`src/sv/pwsa_pkg.sv`:
```
// ----------------------------------------------------------------------------
// pwsa_pkg: shared types and constants of the wind speed alarm
// Field widths, register indexes and the control structs between the top
// level and the serial arithmetic unit.
// ----------------------------------------------------------------------------
package pwsa_pkg;

  localparam int TIME_W   = 32;
  localparam int COUNT_W  = 32;
  localparam int SPEED_W  = 24;
  localparam int FACTOR_W = 16;
  localparam int IVAL_W   = 16;
  localparam int CFG_IDX_W  = 2;
  localparam int CFG_DATA_W = 24;

  // factor * 1000 is 26 bits wide, the product with the pulse delta 58 bits
  localparam int MS_PER_S = 1000;
  localparam int KMUL_W   = FACTOR_W + 10;
  localparam int PROD_W   = COUNT_W + KMUL_W;

  localparam logic [SPEED_W-1:0] SPEED_MAX = {SPEED_W{1'b1}};

  localparam logic [CFG_IDX_W-1:0] REG_THRESHOLD = 2'd0;
  localparam logic [CFG_IDX_W-1:0] REG_FACTOR    = 2'd1;
  localparam logic [CFG_IDX_W-1:0] REG_MEAS_IVAL = 2'd2;
  localparam logic [CFG_IDX_W-1:0] REG_CHK_IVAL  = 2'd3;

  localparam logic [FACTOR_W-1:0] FACTOR_RST = 16'd256;
  localparam logic [IVAL_W-1:0]   IVAL_RST   = 16'd1000;

  typedef struct packed {
    logic                start;
    logic [COUNT_W-1:0]  delta;
    logic [FACTOR_W-1:0] factor;
    logic [TIME_W-1:0]   elapsed;
  } calc_cmd_t;

  typedef struct packed {
    logic               busy;
    logic               done;
    logic [SPEED_W-1:0] speed;
  } calc_sts_t;

endpackage

```
`src/sv/pwsa_calc.sv`:
```
// ----------------------------------------------------------------------------
// pwsa_calc: bit-serial speed calculation
// Shift-add multiply of delta by factor*1000, then a restoring divide by the
// elapsed time, one quotient bit per cycle, saturated to the speed width.
// ----------------------------------------------------------------------------
module pwsa_calc import pwsa_pkg::*; (
  input  logic      clk,
  input  logic      rst_n,
  input  calc_cmd_t cmd,
  output calc_sts_t sts
);

  typedef enum logic [4:0] {
    U_IDLE = 5'b00001,
    U_MUL  = 5'b00010,
    U_CHK  = 5'b00100,
    U_DIV  = 5'b01000,
    U_DONE = 5'b10000
  } ustate_t;

  localparam logic [4:0] MUL_LAST = 5'(KMUL_W - 1);
  localparam logic [4:0] DIV_LAST = 5'(SPEED_W - 1);

  ustate_t             state_r, state_nxt;
  logic [4:0]          cnt_r, cnt_nxt;
  logic [COUNT_W-1:0]  hi_r, hi_nxt;
  logic [KMUL_W-1:0]   lo_r, lo_nxt;
  logic [COUNT_W-1:0]  dl_r, dl_nxt;
  logic [TIME_W-1:0]   el_r, el_nxt;
  logic [SPEED_W-1:0]  res_r, res_nxt;

  logic [COUNT_W:0]    mul_sum;
  logic [COUNT_W+1:0]  quo_top;
  logic [TIME_W:0]     div_part;
  logic [TIME_W:0]     div_diff;
  logic                div_ge;
  logic [KMUL_W-1:0]   kmul;

  always_comb begin
    kmul     = KMUL_W'(cmd.factor) * KMUL_W'(MS_PER_S);
    mul_sum  = {1'b0, hi_r} + (lo_r[0] ? {1'b0, dl_r} : '0);
    quo_top  = {hi_r, lo_r[KMUL_W-1:SPEED_W]};
    div_part = {hi_r, lo_r[SPEED_W-1]};
    div_ge   = div_part >= {1'b0, el_r};
    div_diff = div_part - {1'b0, el_r};

    state_nxt = state_r;
    cnt_nxt   = cnt_r;
    hi_nxt    = hi_r;
    lo_nxt    = lo_r;
    dl_nxt    = dl_r;
    el_nxt    = el_r;
    res_nxt   = res_r;

    unique case (state_r)
      U_IDLE: begin
        if (cmd.start) begin
          hi_nxt    = '0;
          lo_nxt    = kmul;
          dl_nxt    = cmd.delta;
          el_nxt    = cmd.elapsed;
          cnt_nxt   = '0;
          state_nxt = U_MUL;
        end
      end
      U_MUL: begin
        hi_nxt  = mul_sum[COUNT_W:1];
        lo_nxt  = {mul_sum[0], lo_r[KMUL_W-1:1]};
        cnt_nxt = cnt_r + 5'd1;
        if (cnt_r == MUL_LAST) begin
          state_nxt = U_CHK;
        end
      end
      U_CHK: begin
        // a quotient of 2^24 or more shows up in the top product bits alone
        if (!(|{hi_r, lo_r})) begin
          res_nxt   = '0;
          state_nxt = U_DONE;
        end else if (quo_top >= {2'b00, el_r}) begin
          res_nxt   = SPEED_MAX;
          state_nxt = U_DONE;
        end else begin
          hi_nxt    = quo_top[TIME_W-1:0];
          cnt_nxt   = '0;
          state_nxt = U_DIV;
        end
      end
      U_DIV: begin
        hi_nxt              = div_ge ? div_diff[TIME_W-1:0] : div_part[TIME_W-1:0];
        lo_nxt[SPEED_W-1:0] = {lo_r[SPEED_W-2:0], div_ge};
        cnt_nxt             = cnt_r + 5'd1;
        if (cnt_r == DIV_LAST) begin
          res_nxt   = {lo_r[SPEED_W-2:0], div_ge};
          state_nxt = U_DONE;
        end
      end
      U_DONE: begin
        state_nxt = U_IDLE;
      end
      default: begin
        state_nxt = U_IDLE;
      end
    endcase
  end

  always_ff @(posedge clk) begin
    if (!rst_n) begin
      state_r <= U_IDLE;
      cnt_r   <= '0;
    end else begin
      state_r <= state_nxt;
      cnt_r   <= cnt_nxt;
    end
    hi_r  <= hi_nxt;
    lo_r  <= lo_nxt;
    dl_r  <= dl_nxt;
    el_r  <= el_nxt;
    res_r <= res_nxt;
  end

  assign sts.busy  = (state_r != U_IDLE);
  assign sts.done  = (state_r == U_DONE);
  assign sts.speed = res_r;

  a_done_after_work: assert property (@(posedge clk) disable iff (!rst_n)
    (state_r == U_DONE) |-> ($past(state_r) == U_CHK || $past(state_r) == U_DIV))
    else $error("calc done without a check or divide step");

  a_mul_length: assert property (@(posedge clk) disable iff (!rst_n)
    (state_r == U_CHK) |-> ($past(state_r) == U_MUL && $past(cnt_r) == MUL_LAST))
    else $error("multiply left early");

  a_start_idle: assert property (@(posedge clk) disable iff (!rst_n)
    (state_r == U_IDLE && cmd.start) |=> (state_r == U_MUL && cnt_r == 5'd0))
    else $error("start not taken");

endmodule

```
`config.mk`:
```
export PLATFORM = sky130hd
export DESIGN_NAME = pwsa_calc
export DESIGN_NICKNAME = d
export VERILOG_FILES = /design/src/sv/pwsa_pkg.sv /design/src/sv/pwsa_calc.sv
export SDC_FILE = /design/constraint.sdc
export NUM_CORES = 1
export LEC_CHECK = 0
export ABC_AREA = 1
export BUFFER_PORTS_ARGS = -buffer_cell sky130_fd_sc_hd__buf_4
export CAP_MARGIN = 0
export CORE_ASPECT_RATIO = 0.5
export CORE_MARGIN = 3
export CORE_UTILIZATION = 63
export DETAILED_ROUTE_END_ITERATION = 12
export GPL_ROUTABILITY_DRIVEN = 0
export GPL_TIMING_DRIVEN = 0
export PLACE_DENSITY = 0.83
export SYNTH_ARGS = -nofsm -noshare
export SYNTH_HDL_FRONTEND = slang
export SYNTH_SLANG_ARGS = --single-unit
```
`constraint.sdc`:
```
create_clock -name clk -period 6.91 [get_ports clk]
set_input_delay 0 -clock clk [delete_from_list [all_inputs] [get_ports clk]]
set_output_delay 0 -clock clk [all_outputs]
set_load 0.02 [all_outputs]
```
==> results_dict.tcl <==
set metrics [dict create \
    drc_errors 0 \
    clockBufferDepth 2 \
    pwr_density_cell_mw_per_mm2 487 \
    drt_wl_total_mm 41.4 \
    io_buffer_count 108 \
    synth.ff_latch_count 156 \
    yosysSeqAreaShare_pct 30.9 \
    cts.reportedPaths.clkPinSlew_ns 0.07 \
    cts-buffers-inserted 17 \
    yosys.area.top_type_share_pct 29.6 \
    layout_setup_ws_ns 2.63 \
    outcome "finished, final reports clean" \
    critPathLaunchType "primary input" \
    antenna_found_initial 0 \
    num_rows 38 \
    synth-edff-count 146 \
    synth_cell_types 47 \
    overflow 0 \
    place_hpwl_mm 31.8 \
    finalHoldViolCount 0 \
    area_growth_pct 16.6 \
    max-vdd-ir-drop_uv 254 \
    drv_cap 0 \
    synth_area_mm2 0.0148 \
    die_w_um 223 \
    synth_ff_type "edfxtp_1" \
    setup_tns_ns 0 \
    drv_slew 0 \
    worst_pin_slew_ns 1.16 \
    synth_top_cell_by_area "edfxtp_1" \
    drt-initial-drc-count 1372 \
    grt_use_total_pct 33.1 \
    cts_hold_buf 67 \
    vias 13800 \
    finalCritPeriodShare_pct 62.0 \
    cp.required_ns 7.11 \
    grt_first_pass_wirelength_mm 67.3 \
    cts-root-buf "clkbuf_16" \
    min_path_type "in2reg" \
    max_slew_margin_pct 22.9 \
    nNetsFinal 2387 \
    grt_pass1_vias 13700 \
    n_antenna_cell 0 \
    whs_ns 0.0320 \
    cts_setup_buffers 0 \
    routed_via_density 5.74 \
    start_util_pct 66.3 \
    syn_nets 2192 \
    firstDrtPassIters 6 \
    period_minus_slack_ns 4.28 \
    power.leakage_nw 8.34 \
    mostFrequentLayoutCell "nand2_1" \
    post_drt_wl_per_cell_um 17.2 \
    clock-sinks 156 \
    synth.avg_cell_area_um2 7.79 \
    synthTopCellsByArea "edfxtp_1, ha_1, nand2_1" \
    pre_cts_ws_ns 2.67 \
    ant_nets 0 \
    grt_max_degree 36 \
    yosys_warnings 0 \
    rsz0062_at_grt "false" \
    core_region_area_mm2 0.0223 \
    arrival_ns 4.48 \
    setup_viol_count_final 0 \
    fin_worst_skew_ns 0.0149 \
    crit_type "in2reg" \
    final_cell_mix "nand2_1, inv_1, nor2_1" \
    htree_num_levels 4 \
    die_area_mm2 0.0255 \
    synthArstFlopShare_pct 0 \
    max_freq_ghz 0.234 \
    syn_inst 1902 \
    drive_above_1_share_pct 11.1 \
    critical_path.max_fanout 5 \
    fill_cells 1625 \
    io_pins 109 \
    ctsResizeCount 0 \
    insertion_delay_ns 0.45 \
    power.total_w 0.00841 \
    cts_tree "built" \
    endpoint_kind "flop" \
    chipHeight_um 114 \
]
==> metrics by stage <==
stage               std cells  util [%]  cell area, um2
floorplan                1902         -           14800
global route             2410      77.3           17300
finish                   2410      77.3           17300
global placement         2310      71.6           16000
CTS                      2410      77.3           17300
detailed placement       2311      71.7           16000
==> registers in the layout (all words and copies together) (netlist names) <==
signal and cells:
res_r 24, hi_r 32, cnt_r 5, state_r 5, el_r 32, dl_r 32
lo_r 26
==> power breakdown <==
part	internal [W]	total, W	switching [W]
logic	0.00197	0.00551	0.00354
clock network	0.000508	0.000949	0.000441
registers	0.00157	0.00194	0.000378
total	0.00404	0.00841	0.00436
==> final cells by class <==
| class | instances | area [um2] | area share (%) |
|---|---|---|---|
| multi-input combinational | 1405 | 8880 | 51.4 |
| sequential | 156 | 4580 | 26.5 |
| timing repair buffer | 176 | 1500 | 8.69 |
| inverter | 308 | 1160 | 6.69 |
| clock buffer | 17 | 425 | 2.46 |
| tap | 300 | 375 | 2.17 |
| buffer | 33 | 196 | 1.14 |
| clock inverter | 15 | 155 | 0.898 |
==> cells in the mapped netlist, types with 5 or more instances <==
library cell / instances
dfxtp_1: 10
nand3_1: 103
a21oi_1: 134
o22ai_1: 6
or2_2: 8
o21ai_0: 93
a21o_1: 14
nor2_1: 160
xnor2_1: 19
nand2_2: 30
o221ai_1: 14
edfxtp_1: 146
nand3_2: 22
fa_1: 55
buf_2: 7
xor2_1: 11
nor2_2: 5
nor3_1: 18
nand2_1: 455
clkbuf_1: 19
o21bai_1: 10
a21boi_0: 5
nand3b_1: 40
inv_1: 304
nand4_1: 14
ha_1: 152
o21a_1: 7
==> per-layer routing <==
metal	vias up	global-route usage, %	share of wire [%]
met3	133	6.22	10
met4	0	12.0	3.3
li1	6680	-	-
met5	-	0	0
met2	646	57.3	46
met1	6386	42.1	40
==> kinds of logic (layout without fill, tap and decap cells) <==
group | after synthesis | count (layout) | synth area share (%)
compound gates | 298 | 298 | 11.3
fa+ha+maj | 207 | 207 | 20.3
xor+xnor | 30 | 30 | 1.77
flops | 156 | 156 | 30.9
simple gates | 870 | 870 | 26.6
buf+inv | 341 | 549 | 9.13
==> worst max-delay path, stage by stage <==
cell,delay [ns]
dlygate4sd3_1,0.54
buf_4,0.16
fa_1,0.53
fa_1,0.52
inv_1,0.05
fa_1,0.49
fa_1,0.52
inv_1,0.04
ha_1,0.36
a21oi_1,0.11
o21ai_0,0.28
nor2_1,0.13
o21ai_0,0.32
nand3_1,0.16
a21oi_1,0.17
o21bai_1,0.09
==> path summary, 6_finish.rpt <==
kind                            cells after the start  slack [ns]      from         end
worst min-delay path                                4        0.03   cmd[80]  state_r[0]
worst max-delay path                               16        2.63   cmd[32]    lo_r[22]
worst min register to register                      2        0.48  cnt_r[3]    cnt_r[3]
worst max register to register                     12        3.38  hi_r[23]     hi_r[1]
Power figures use the tool's default switching activity.
